===== src/lpf4_pkg.sv =====
// ============================================================================
// lpf4_pkg
// Shared constants, sequencer control types and step schedule for the
// four-pole ladder low-pass filter.
// ============================================================================
package lpf4_pkg;

    localparam int SAMPLE_BITS_DEF = 16;
    localparam int STATE_BITS_DEF  = 32;
    localparam int FRAC_BITS       = 24;

    localparam int CUTOFF_W = 18;
    localparam int GAIN_W   = 19;
    localparam int CFG_W    = 19;
    localparam int COEF_W   = 26;   // signed multiplier B operand

    localparam int K_GAIN  = 22946; // 0.35013 in Q16
    localparam int K_PREV  = 19661; // 0.3 in Q16
    localparam int Q16_ONE = 65536;

    localparam logic [CUTOFF_W-1:0] CUTOFF_RESET = 18'd32768;

    // register indexes on the config port
    localparam logic REG_CUTOFF   = 1'b0;
    localparam logic REG_FEEDBACK = 1'b1;

    localparam int               STEP_W    = 4;
    localparam logic [STEP_W-1:0] LAST_STEP = 4'd13;

    typedef enum logic [3:0] {
        A_CUTOFF, A_F2, A_KGAIN, A_U, A_Y1, A_Y2, A_Y3, A_Y4,
        A_SPREV, A_P1, A_P2, A_P3
    } a_sel_t;

    typedef enum logic [2:0] {
        B_CUTOFF, B_F2, B_F4, B_GAIN, B_KPREV, B_OMF, B_G
    } b_sel_t;

    // what to do with the product issued in the previous step
    typedef enum logic [3:0] {
        OP_NONE, OP_F2, OP_U, OP_F4, OP_ACC_LOAD, OP_G, OP_ACC_ADD,
        OP_Y1, OP_ACC_Y1, OP_Y2, OP_ACC_Y2, OP_Y3, OP_ACC_Y3, OP_Y4
    } op_t;

    typedef struct packed {
        a_sel_t a_sel;
        b_sel_t b_sel;
        op_t    op;
        logic   en;
    } ctrl_t;

    function automatic ctrl_t sched(input logic [STEP_W-1:0] step);
        ctrl_t c;
        c.en = 1'b0;
        unique case (step)
            4'd0:  begin c.a_sel = A_CUTOFF; c.b_sel = B_CUTOFF; c.op = OP_NONE;     end
            4'd1:  begin c.a_sel = A_Y4;     c.b_sel = B_GAIN;   c.op = OP_F2;       end
            4'd2:  begin c.a_sel = A_F2;     c.b_sel = B_F2;     c.op = OP_U;        end
            4'd3:  begin c.a_sel = A_SPREV;  c.b_sel = B_KPREV;  c.op = OP_F4;       end
            4'd4:  begin c.a_sel = A_KGAIN;  c.b_sel = B_F4;     c.op = OP_ACC_LOAD; end
            4'd5:  begin c.a_sel = A_Y1;     c.b_sel = B_OMF;    c.op = OP_G;        end
            4'd6:  begin c.a_sel = A_U;      c.b_sel = B_G;      c.op = OP_ACC_ADD;  end
            4'd7:  begin c.a_sel = A_P1;     c.b_sel = B_KPREV;  c.op = OP_Y1;       end
            4'd8:  begin c.a_sel = A_Y2;     c.b_sel = B_OMF;    c.op = OP_ACC_Y1;   end
            4'd9:  begin c.a_sel = A_P2;     c.b_sel = B_KPREV;  c.op = OP_Y2;       end
            4'd10: begin c.a_sel = A_Y3;     c.b_sel = B_OMF;    c.op = OP_ACC_Y2;   end
            4'd11: begin c.a_sel = A_P3;     c.b_sel = B_KPREV;  c.op = OP_Y3;       end
            4'd12: begin c.a_sel = A_Y4;     c.b_sel = B_OMF;    c.op = OP_ACC_Y3;   end
            4'd13: begin c.a_sel = A_CUTOFF; c.b_sel = B_CUTOFF; c.op = OP_Y4;       end
            default: begin c.a_sel = A_CUTOFF; c.b_sel = B_CUTOFF; c.op = OP_NONE;   end
        endcase
        return c;
    endfunction

endpackage


===== src/lpf4_mul.sv =====
// ============================================================================
// lpf4_mul
// Shared signed multiplier with Q16 floor scaling and a registered product.
// ============================================================================
module lpf4_mul import lpf4_pkg::*; #(
    parameter int STATE_BITS = STATE_BITS_DEF
) (
    input  logic                          aclk,
    input  logic                          en,
    input  logic signed [STATE_BITS-1:0]  a,
    input  logic signed [COEF_W-1:0]      b,
    output logic signed [STATE_BITS+COEF_W-17:0] q
);
    localparam int PW = STATE_BITS + COEF_W;

    logic signed [PW-1:0]    prod;
    logic signed [PW-17:0]   q_reg;

    assign prod = PW'(a) * PW'(b);

    // dropping the low 16 bits of a two's complement product is floor(a*b/2^16)
    always_ff @(posedge aclk) begin
        if (en) begin
            q_reg <= prod[PW-1:16];
        end
    end

    assign q = q_reg;
endmodule


===== src/lpf4_dp.sv =====
// ============================================================================
// lpf4_dp
// Filter datapath: operand select, shared multiplier, accumulator,
// saturation and the section state registers.
// ============================================================================
module lpf4_dp import lpf4_pkg::*; #(
    parameter int SAMPLE_BITS = SAMPLE_BITS_DEF,
    parameter int STATE_BITS  = STATE_BITS_DEF
) (
    input  logic                          aclk,
    input  logic                          aresetn,
    input  ctrl_t                         ctrl,
    input  logic signed [SAMPLE_BITS-1:0] sample,
    input  logic [CUTOFF_W-1:0]           cutoff,
    input  logic [GAIN_W-1:0]             gain,
    output logic signed [SAMPLE_BITS-1:0] out_sample
);
    localparam int S   = STATE_BITS;
    localparam int QW  = S + COEF_W - 16;
    localparam int AW  = S + 12;
    localparam int UP  = FRAC_BITS - (SAMPLE_BITS - 1);
    localparam int F2_W = 21;
    localparam int F4_W = 25;
    localparam int G_W  = 23;

    localparam logic signed [AW-1:0] ST_MAX = {{(AW-S+1){1'b0}}, {(S-1){1'b1}}};
    localparam logic signed [AW-1:0] ST_MIN = ~ST_MAX;
    localparam logic signed [AW-1:0] ONE    = AW'(1) <<< FRAC_BITS;
    localparam logic signed [AW-1:0] SMP_MAX =
        {{(AW-SAMPLE_BITS+1){1'b0}}, {(SAMPLE_BITS-1){1'b1}}};
    localparam logic signed [AW-1:0] SMP_MIN = ~SMP_MAX;

    function automatic logic signed [S-1:0] sat_st(input logic signed [AW-1:0] v);
        logic signed [S-1:0] r;
        if (v > ST_MAX) begin
            r = ST_MAX[S-1:0];
        end else if (v < ST_MIN) begin
            r = ST_MIN[S-1:0];
        end else begin
            r = v[S-1:0];
        end
        return r;
    endfunction

    logic signed [S-1:0] y1_reg, y2_reg, y3_reg, y4_reg;
    logic signed [S-1:0] sprev_reg, p1_reg, p2_reg, p3_reg;
    logic signed [S-1:0] u_reg;
    logic signed [AW-1:0] acc_reg;
    logic [F2_W-1:0] f2_reg;
    logic [F4_W-1:0] f4_reg;
    logic [G_W-1:0]  g_reg;

    logic signed [S-1:0]      mul_a;
    logic signed [COEF_W-1:0] mul_b;
    logic signed [QW-1:0]     q;
    logic signed [COEF_W-1:0] omf;

    logic signed [AW-1:0] q_ext, x_ext, y4_clamp, out_wide;
    logic signed [S-1:0]  s_sat, y1_next, sum_next, u_next, y4_sat;

    // 1 - f, negative for a cutoff above 1.0
    assign omf = COEF_W'(Q16_ONE) - $signed(COEF_W'(cutoff));

    always_comb begin
        case (ctrl.a_sel)
            A_CUTOFF: mul_a = S'($signed({1'b0, cutoff}));
            A_F2:     mul_a = S'($signed({1'b0, f2_reg}));
            A_KGAIN:  mul_a = S'(K_GAIN);
            A_U:      mul_a = u_reg;
            A_Y1:     mul_a = y1_reg;
            A_Y2:     mul_a = y2_reg;
            A_Y3:     mul_a = y3_reg;
            A_Y4:     mul_a = y4_reg;
            A_SPREV:  mul_a = sprev_reg;
            A_P1:     mul_a = p1_reg;
            A_P2:     mul_a = p2_reg;
            A_P3:     mul_a = p3_reg;
            default:  mul_a = '0;
        endcase
        case (ctrl.b_sel)
            B_CUTOFF: mul_b = COEF_W'($signed({1'b0, cutoff}));
            B_F2:     mul_b = COEF_W'($signed({1'b0, f2_reg}));
            B_F4:     mul_b = $signed({1'b0, f4_reg});
            B_GAIN:   mul_b = COEF_W'($signed({1'b0, gain}));
            B_KPREV:  mul_b = COEF_W'(K_PREV);
            B_OMF:    mul_b = omf;
            B_G:      mul_b = COEF_W'($signed({1'b0, g_reg}));
            default:  mul_b = '0;
        endcase
    end

    lpf4_mul #(
        .STATE_BITS(STATE_BITS)
    ) u_mul (
        .aclk (aclk),
        .en   (ctrl.en),
        .a    (mul_a),
        .b    (mul_b),
        .q    (q)
    );

    always_comb begin
        q_ext    = AW'(q);
        x_ext    = AW'(sample) <<< UP;
        u_next   = sat_st(x_ext - q_ext);
        s_sat    = sat_st(q_ext);
        y1_next  = sat_st(acc_reg + AW'(s_sat));
        sum_next = sat_st(acc_reg + q_ext);
        y4_sat   = sum_next;
        if (AW'(y4_sat) > ONE) begin
            y4_clamp = ONE;
        end else if (AW'(y4_sat) < -ONE) begin
            y4_clamp = -ONE;
        end else begin
            y4_clamp = AW'(y4_sat);
        end
        out_wide = y4_clamp >>> UP;
        if (out_wide > SMP_MAX) begin
            out_sample = SMP_MAX[SAMPLE_BITS-1:0];
        end else if (out_wide < SMP_MIN) begin
            out_sample = SMP_MIN[SAMPLE_BITS-1:0];
        end else begin
            out_sample = out_wide[SAMPLE_BITS-1:0];
        end
    end

    // filter state
    always_ff @(posedge aclk) begin
        if (!aresetn) begin
            y1_reg    <= '0;
            y2_reg    <= '0;
            y3_reg    <= '0;
            y4_reg    <= '0;
            sprev_reg <= '0;
            p1_reg    <= '0;
            p2_reg    <= '0;
            p3_reg    <= '0;
        end else if (ctrl.en) begin
            case (ctrl.op)
                OP_Y1: begin
                    sprev_reg <= s_sat;
                    y1_reg    <= y1_next;
                end
                OP_ACC_Y1: p1_reg <= y1_reg;
                OP_Y2:     y2_reg <= sum_next;
                OP_ACC_Y2: p2_reg <= y2_reg;
                OP_Y3:     y3_reg <= sum_next;
                OP_ACC_Y3: p3_reg <= y3_reg;
                OP_Y4:     y4_reg <= y4_clamp[S-1:0];
                default: ;
            endcase
        end
    end

    // per-item scratch
    always_ff @(posedge aclk) begin
        if (ctrl.en) begin
            case (ctrl.op)
                OP_F2:       f2_reg  <= q[F2_W-1:0];
                OP_U:        u_reg   <= u_next;
                OP_F4:       f4_reg  <= q[F4_W-1:0];
                OP_ACC_LOAD: acc_reg <= q_ext;
                OP_G:        g_reg   <= q[G_W-1:0];
                OP_ACC_ADD:  acc_reg <= acc_reg + q_ext;
                OP_ACC_Y1:   acc_reg <= AW'(y1_reg) + q_ext;
                OP_ACC_Y2:   acc_reg <= AW'(y2_reg) + q_ext;
                OP_ACC_Y3:   acc_reg <= AW'(y3_reg) + q_ext;
                default: ;
            endcase
        end
    end
endmodule


===== src/four_pole_ladder_lowpass.sv =====
// ============================================================================
// four_pole_ladder_lowpass
// Four-pole resonant ladder low-pass filter, one Q1.15 sample in, one out,
// computed on a single shared multiplier under a step sequencer.
// ============================================================================
//  channel   dir  handshake           payload
//  s_        in   s_valid / s_ready   s_sample_in   [SAMPLE_BITS] signed
//  m_        out  m_valid / m_ready   m_sample_out  [SAMPLE_BITS] signed
//  cfg_      in   cfg_wr_en           cfg_addr, cfg_wdata [19]
//
//  An item takes 14 sequencer steps, one multiply per step on the shared
//  multiplier; the next item is accepted only once the sequencer is idle.
//  The result is valid the cycle after the last step; s_ready is high only idle.
//  A waiting result does not block the next item; the last step holds until
//  the output register is free.
//  Synchronous reset zeroes the filter state and sets the cutoff to 0.5.
// ============================================================================
module four_pole_ladder_lowpass import lpf4_pkg::*; #(
    parameter int SAMPLE_BITS = SAMPLE_BITS_DEF,
    parameter int STATE_BITS  = STATE_BITS_DEF
) (
    input  logic                          aclk,
    input  logic                          aresetn,
    input  logic                          s_valid,
    output logic                          s_ready,
    input  logic signed [SAMPLE_BITS-1:0] s_sample_in,
    output logic                          m_valid,
    input  logic                          m_ready,
    output logic signed [SAMPLE_BITS-1:0] m_sample_out,
    input  logic                          cfg_wr_en,
    input  logic                          cfg_addr,
    input  logic [CFG_W-1:0]              cfg_wdata
);
    typedef enum logic {ST_IDLE, ST_RUN} state_t;

    state_t                        state_reg;
    logic [STEP_W-1:0]             step_reg;
    logic                          m_valid_reg;
    logic signed [SAMPLE_BITS-1:0] m_sample_reg;
    logic signed [SAMPLE_BITS-1:0] sample_reg;
    logic [CUTOFF_W-1:0]           cutoff_reg;
    logic [GAIN_W-1:0]             gain_reg;

    ctrl_t                         ctrl;
    logic                          last_step;
    logic                          item_done;
    logic signed [SAMPLE_BITS-1:0] dp_out;

    assign s_ready      = (state_reg == ST_IDLE);
    assign m_valid      = m_valid_reg;
    assign m_sample_out = m_sample_reg;
    assign last_step    = (step_reg == LAST_STEP);
    assign item_done    = (state_reg == ST_RUN) && ctrl.en && last_step;

    always_comb begin
        ctrl    = sched(step_reg);
        ctrl.en = (state_reg == ST_RUN) && (!last_step || !m_valid_reg || m_ready);
    end

    always_ff @(posedge aclk) begin
        if (!aresetn) begin
            cutoff_reg <= CUTOFF_RESET;
            gain_reg   <= '0;
        end else if (cfg_wr_en) begin
            unique case (cfg_addr)
                REG_CUTOFF:   cutoff_reg <= cfg_wdata[CUTOFF_W-1:0];
                REG_FEEDBACK: gain_reg   <= cfg_wdata[GAIN_W-1:0];
            endcase
        end
    end

    always_ff @(posedge aclk) begin
        if (!aresetn) begin
            state_reg   <= ST_IDLE;
            step_reg    <= '0;
            m_valid_reg <= 1'b0;
        end else begin
            // a new result may land in the same cycle the old one transfers
            if (item_done) begin
                m_valid_reg <= 1'b1;
            end else if (m_valid_reg && m_ready) begin
                m_valid_reg <= 1'b0;
            end
            unique case (state_reg)
                ST_IDLE: begin
                    if (s_valid) begin
                        sample_reg <= s_sample_in;
                        step_reg   <= '0;
                        state_reg  <= ST_RUN;
                    end
                end
                ST_RUN: begin
                    if (ctrl.en) begin
                        if (last_step) begin
                            m_sample_reg <= dp_out;
                            state_reg    <= ST_IDLE;
                        end else begin
                            step_reg <= step_reg + 1'b1;
                        end
                    end
                end
            endcase
        end
    end

    lpf4_dp #(
        .SAMPLE_BITS(SAMPLE_BITS),
        .STATE_BITS (STATE_BITS)
    ) u_dp (
        .aclk       (aclk),
        .aresetn    (aresetn),
        .ctrl       (ctrl),
        .sample     (sample_reg),
        .cutoff     (cutoff_reg),
        .gain       (gain_reg),
        .out_sample (dp_out)
    );

    a_accept_starts: assert property (@(posedge aclk) disable iff (!aresetn)
        (s_valid && s_ready) |=> (state_reg == ST_RUN && step_reg == '0))
        else $error("transfer in did not start the sequencer at step zero");

    a_result_at_end: assert property (@(posedge aclk) disable iff (!aresetn)
        $rose(m_valid) |-> $past(state_reg == ST_RUN && last_step))
        else $error("result raised outside the last step");

    a_step_bound: assert property (@(posedge aclk) disable iff (!aresetn)
        (state_reg == ST_RUN) |-> (step_reg <= LAST_STEP))
        else $error("step counter past the schedule");

    a_hold_on_full: assert property (@(posedge aclk) disable iff (!aresetn)
        (state_reg == ST_RUN && last_step && m_valid && !m_ready)
        |=> (state_reg == ST_RUN && last_step))
        else $error("last step finished while the output register was full");
endmodule

===== config.mk =====
export PLATFORM = sky130hd
export DESIGN_NAME = four_pole_ladder_lowpass
export DESIGN_NICKNAME = d
export VERILOG_FILES = /design/src/lpf4_pkg.sv /design/src/lpf4_mul.sv /design/src/lpf4_dp.sv /design/src/four_pole_ladder_lowpass.sv
export SDC_FILE = /design/constraint.sdc
export NUM_CORES = 2
export LEC_CHECK = 0
export CAP_MARGIN = 20
export CELL_PAD_IN_SITES_DETAIL_PLACEMENT = 1
export CELL_PAD_IN_SITES_GLOBAL_PLACEMENT = 2
export CORE_MARGIN = 2
export CORE_UTILIZATION = 35
export DETAILED_ROUTE_END_ITERATION = 12
export DONT_BUFFER_PORTS = 1
export GPL_TIMING_DRIVEN = 0
export PLACE_DENSITY = 0.85
export SETUP_SLACK_MARGIN = 0.3
export SLEW_MARGIN = 20
export SYNTH_ARGS = -nofsm -noshare
export SYNTH_HDL_FRONTEND = slang
export SYNTH_SLANG_ARGS = --single-unit

===== constraint.sdc =====
create_clock -name aclk -period 10.1 [get_ports aclk]
set_input_delay 0.505 -clock aclk [delete_from_list [all_inputs] [get_ports aclk]]
set_output_delay 0.505 -clock aclk [all_outputs]
set_load 0.005 [all_outputs]

---- After elaboration in Yosys (flattened, before gate mapping) ----
Memory sizes are Yosys's and may differ from the RTL's. A register that Yosys moved wholly into a read port is not among the register bits.
Index checks and enable logic that the tools add are counted.
word-level totals
  bits in registers ....................... 518
  memory bits (read-only) ................. 176
  input port bits ......................... 41
  output and inout port bits .............. 18
  memories ................................ 1
memories
  memory           words  width  read ports  clocked after Yosys merged registers in  write ports  RTL line        text
  (no name shown)  16     11     1           1                                        0            lpf4_pkg.sv:55  unique case (step)
operators by class
  $add $sub $neg .......................... 8
  multiply operators ...................... 1
  $lt $le $gt $ge ......................... 12
  eq/ne operators ......................... 34
  muxes and demuxes ....................... 25
  bitwise operators ....................... 2
  reductions and logical operators ........ 29
operators with widths
  cell                                                              count
  one-hot mux 32 bit (12 select lines)                              1
  two-way mux 32 bit                                                7
  one-hot mux 44 bit (5 select lines)                               1
  one-hot mux 26 bit (7 select lines)                               1
  greater-than comparator 44 x 32 -> 1 bit (second input constant)  3
  < comparator 44 x 32 -> 1 bit (second input constant)             3
  adder 32 x 42 -> 43 bit                                           3
  two-way mux 44 bit                                                2
  multiplier 32 x 26 -> 58 bit                                      1
  adder 44 x 32 -> 44 bit                                           1
  adder 44 x 42 -> 44 bit                                           1
  == test 4 bit (second input constant)                             11
  subtractor 25 x 42 -> 43 bit                                      1
  greater-than comparator 42 x 32 -> 1 bit (second input constant)  1
  < comparator 42 x 32 -> 1 bit (second input constant)             1
  greater-than comparator 35 x 16 -> 1 bit (second input constant)  1
  < comparator 35 x 16 -> 1 bit (second input constant)             1
  == test 4 x 3 -> 1 bit (second input constant)                    8
  greater-than comparator 32 x 26 -> 1 bit (second input constant)  1
  < comparator 32 x 25 -> 1 bit (second input constant)             1
  AND reduction 2 bit                                               14
  two-way mux 4 bit                                                 5
  subtractor 17 x 18 -> 19 bit (first input constant)               1
  == test 4 x 2 -> 1 bit (second input constant)                    4
  21 further kinds                                                  37

---- Longest topological paths before layout ----
  depth in word-level cells ............... 9
  depth in mapped cells ................... 38
  depth with buffers taken out ............ 35

---- Cells and area by module ----
Synthesis repeated with hierarchy kept, for this count alone.
second synthesis, totals
  cells, all modules ...................... 7627
  area, all modules ....................... 66709.0 µm²
modules (own cells, without submodules)
  module                    times used  cells an instance  area each (µm²)
  lpf4_dp                   1           4164               33428.3
  lpf4_mul                  1           3167               30071.3
  four_pole_ladder_lowpass  1           296                3209.3

---- Worst setup path after synthesis ----
Ideal clock, no wire load.
  kind .................................... flip-flop to flip-flop
  start ................................... reg cutoff_reg[4]
  end ..................................... reg u_dp.u_mul.q_reg[35] (netlist: u_dp.u_mul.q[35]), data pin
  setup time .............................. 263 ps
  data arrival time ....................... 9180 ps
  setup slack ............................. 657 ps
  cell stages (with the launch flop) ...... 34
  buffers on the path ..................... 3
  cells stage by stage .................... dfxtp_1 clkbuf_1 or4_1 or3_1 or4_1 nor4_1 nand2_1 and2_1 o21ai_2 buf_2 buf_1 nor2_1 fa_1 fa_1 fa_1 fa_1 fa_1 fa_1 inv_1 fa_1 inv_1 ha_1 a21o_1 a21oi_1 nor2b_1 o21ai_0 a21oi_1 a31oi_1 a21oi_1 o2111a_1 nor2_1 o311ai_1 a311oi_1 xnor2_1
on the way
  longest elaborated chain between the ends .. 3
  elaborated cells between the ends (all ways) .. 4
RTL lines
  element                              RTL line                        text
  start: declaration                   four_pole_ladder_lowpass.sv:41  logic [CUTOFF_W-1:0] cutoff_reg;
  start signal: assignment             four_pole_ladder_lowpass.sv:66  REG_CUTOFF: cutoff_reg <= cfg_wdata[CUTOFF_W-1:0];
  subtractor 17 x 18 -> 19 bit         lpf4_dp.sv:62                   assign omf = COEF_W'(Q16_ONE) - $signed(COEF_W'(cutoff));
  one-hot mux 26 bit (7 select lines)  lpf4_dp.sv:80                   case (ctrl.b_sel)
  multiplier 32 x 26 -> 58 bit (*)     lpf4_mul.sv:19                  assign prod = PW'(a) * PW'(b);
  net u_dp.u_mul.prod[51]              lpf4_mul.sv:16                  logic signed [PW-1:0] prod;
  end signal: assignment               lpf4_mul.sv:24                  q_reg <= prod[PW-1:16];
  end: declaration                     lpf4_mul.sv:17                  logic signed [PW-17:0] q_reg;
The timed path passes the listed nets; every way through them passes the cells marked *.
A chain may end at the register's enable or synchronous reset.

---- Final worst setup path ----
  start ................................... reg cutoff_reg[5]
  end ..................................... reg u_dp.u_mul.q_reg[35] (netlist: u_dp.u_mul.q[35]), data pin
The elaborated chain is that of the path after synthesis.

==> qor.txt <==
# IOs: 59
RSZ-0062 raised after global routing: yes
Area contributors post-synth: fa_1, edfxtp_1, dfxtp_1
asr flop ratio synth: 0
Period minus WS final: 10210 ps
Iter 0 DRT Violations: 5759
net count reported at finish: 9097
most common flop cell mapped by yosys: dfxtp_1
worst min path class: in -> reg
Num CTS Buffers: 61
CTS tree: yes
CTS root buffer: clkbuf_16
register area: 12800 µm²
die height: 435 µm
critical path type: reg -> reg
IO buf count: 0
All-Layer GR Usage: 0.298
DIE AREA: 189000 µm²
Vias/cell: 5.73
GPL Wtd Cong: 0.989
Detailed Routing Iterations Pass 1: 7
Final period util: 1.01
outcome: finished with violations
worst-margin pin slew: 1240 ps
initial antenna violation count: 25
EDFF count, synth: 219
Peak VDD IR: 0.000286 V
library cells used by synthesis: 111
H-tree depth: 2
Congestion Overflow GR: 0
TNS Setup: -251 ps
max-slew violations: 0
final setup violation count: 5
Gate Count Post-Synth: 7547
core box area: 185000 µm²
clock sink count: 529
post-route ant nets: 0
Final WS setup: -114 ps
CP max FO: 6
worst-skew pair later-pin latency: 740 ps
DR vias: 59200
WP data arrival: 10620 ps
fill count: 21800
Initial Util: 0.352
Routed wire per std cell: 28.0 µm
worst hold margin: 207 ps
area of the multi-input gates: 48000 µm²
Routed WL: 289 mm
final setup skew: 87.7 ps
first-pass GRT wire length: 419 mm
slowest CP cell: fa_2
Critical Path RT: 10510 ps
Final Hold Vio Count: 0
mean area per synthesized cell: 8.62 µm²
max reg flops: 44
Post-Syn Area: 65000 µm²
largest net degree at the start of global routing: 43
Core Rows: 158
part of the Yosys area used for sequential elements: 0.197
failing checks: negative setup slack
PwrDens: 150 nW/µm²
Worst slew margin: 0.166
Setup crit end kind: register
vias in the first global route: 61200
Layout area overhead: 13.7%
Max-Cap Viols: 0
post-synth top area share: 0.264
Setup crit start kind: register
fmax: 97.9 MHz
Syn Nets: 8854
#FFs+latches synth: 529
Leakage: 33.1 nW
Clk pin slew, worst setup/hold paths: 60 ps
CTS Buffer Depth: 3
HPWL after DPL: 238 mm
die width: 435 µm
yosys warns: 0
DRC errors left: 0
cell taking the most area after synthesis: fa_1
share of layout cells above drive strength 1: 0.0947
delay of the slowest critical-path stage: 610 ps
-- final timing paths --
check / cells after the start / startpoint / slack [ps] / end
max: 40 / cutoff_reg[5] / -110 / u_dp.u_mul.q[35]
min: 3 / m_ready / 210 / m_valid
max reg2reg: 40 / cutoff_reg[5] / -110 / u_dp.u_mul.q[35]
min reg2reg: 2 / u_dp.y4_reg[25] / 450 / u_dp.y4_reg[25]
-- power breakdown --
group / internal (mW) / switching, mW
Sequential: 2.43 / 0.331
Combinational: 2.14 / 3.75
Clock: 1.37 / 1.05
Total: 5.93 / 5.14
-- per-stage QoR --
step	total power, mW	cell area, µm²	worst slack [ps]	util	cells
finish	11.1	74000	-114	0.400	10300
global route	11.6	74000	-221	0.400	10300
CTS	10.8	73200	-1.08	0.395	10300
detailed placement	7.97	68700	-2930	0.371	10100
global placement	7.82	68200	-3430	0.368	10000
floorplan	6.03	65000	657	-	7547
-- kinds of logic (layout without fill, tap and decap cells) --
group                    after synthesis  after routing  share of synthesized area
AND/OR/NAND/NOR                     2289           2289                      0.156
AO/OA/AOI/OAI                       1682           1682                      0.173
buffers and inverters               1442           1737                     0.0841
adder cells (fa/ha/maj)             1266           1266                      0.343
flip-flops                           529            529                      0.197
XOR/XNOR                             268            268                     0.0361
multiplexers                          71             71                     0.0115
other                                  0             11                          0
-- worst max-delay path: cells and delay by family, from the launching register on --
family,cells,cell delay [ps]
XOR/XNOR,1,110
adder cells (fa/ha/maj),8,3620
AO/OA/AOI/OAI,9,2020
AND/OR/NAND/NOR,10,2530
flip-flops,1,330
buffers and inverters,12,1270
-- metal layers --
layer | wire (µm) | global-route usage | vias up
li1 | - | - | 25500
met1 | 120000 | 0.398 | 30600
met2 | 131000 | 0.477 | 2471
met3 | 22500 | 0.0500 | 584
met4 | 15200 | 0.128 | 8
met5 | 50 | 0 | -
-- cells in the final DEF (no fill, tap or decap), types with 76 or more instances in the layout --
master       n
xnor2_1    170
buf_4      117
o21a_1      80
inv_1     1066
nor2b_1     87
a21o_1     115
xor2_1      93
nand3_1     76
a21oi_1    421
edfxtp_1   219
ha_1       393
fa_1       842
a22oi_1    129
nand2_1   1101
a21boi_0   144
o21ai_0    253
dfxtp_1    308
nor2_1     536
clkbuf_1   176
-- synthesized netlist by cell type, drive strengths merged, types with 49 or more instances --
master / count
a21boi: 146
a21o: 115
a21oi: 460
a22oi: 129
and2: 56
buf: 49
clkbuf: 310
dfxtp: 310
edfxtp: 219
fa: 858
ha: 408
inv: 1083
mux2i: 59
nand2: 1109
nand2b: 72
nand3: 79
nor2: 566
nor2b: 89
nor3: 74
o21a: 80
o21ai: 327
xnor2: 174
xor2: 94
-- repair_timing --
| item | in CTS | in global routing |
|---|---|---|
| pin swaps | 95 | 70 |
| buffers inserted | 74 | 39 |
| hold buffers | 36 | 0 |
| endpoints found under the setup margin | 42 | 28 |
| resized for setup | 404 | 198 |
| endpoints found under the hold margin | 54 | 0 |
-- cell type report --
cell class / instances / share of cell area
Multi-Input combinational cell: 5576 / 0.648
Sequential cell: 529 / 0.173
Inverter: 1083 / 0.0551
Tap cell: 2480 / 0.0419
Buffer: 352 / 0.0284
Clock buffer: 93 / 0.0259
Timing Repair Buffer: 187 / 0.0238
Clock inverter: 22 / 0.00338
Antenna cell: 11 / 0.000372
Note: power is estimated with default switching activity, not from simulation.
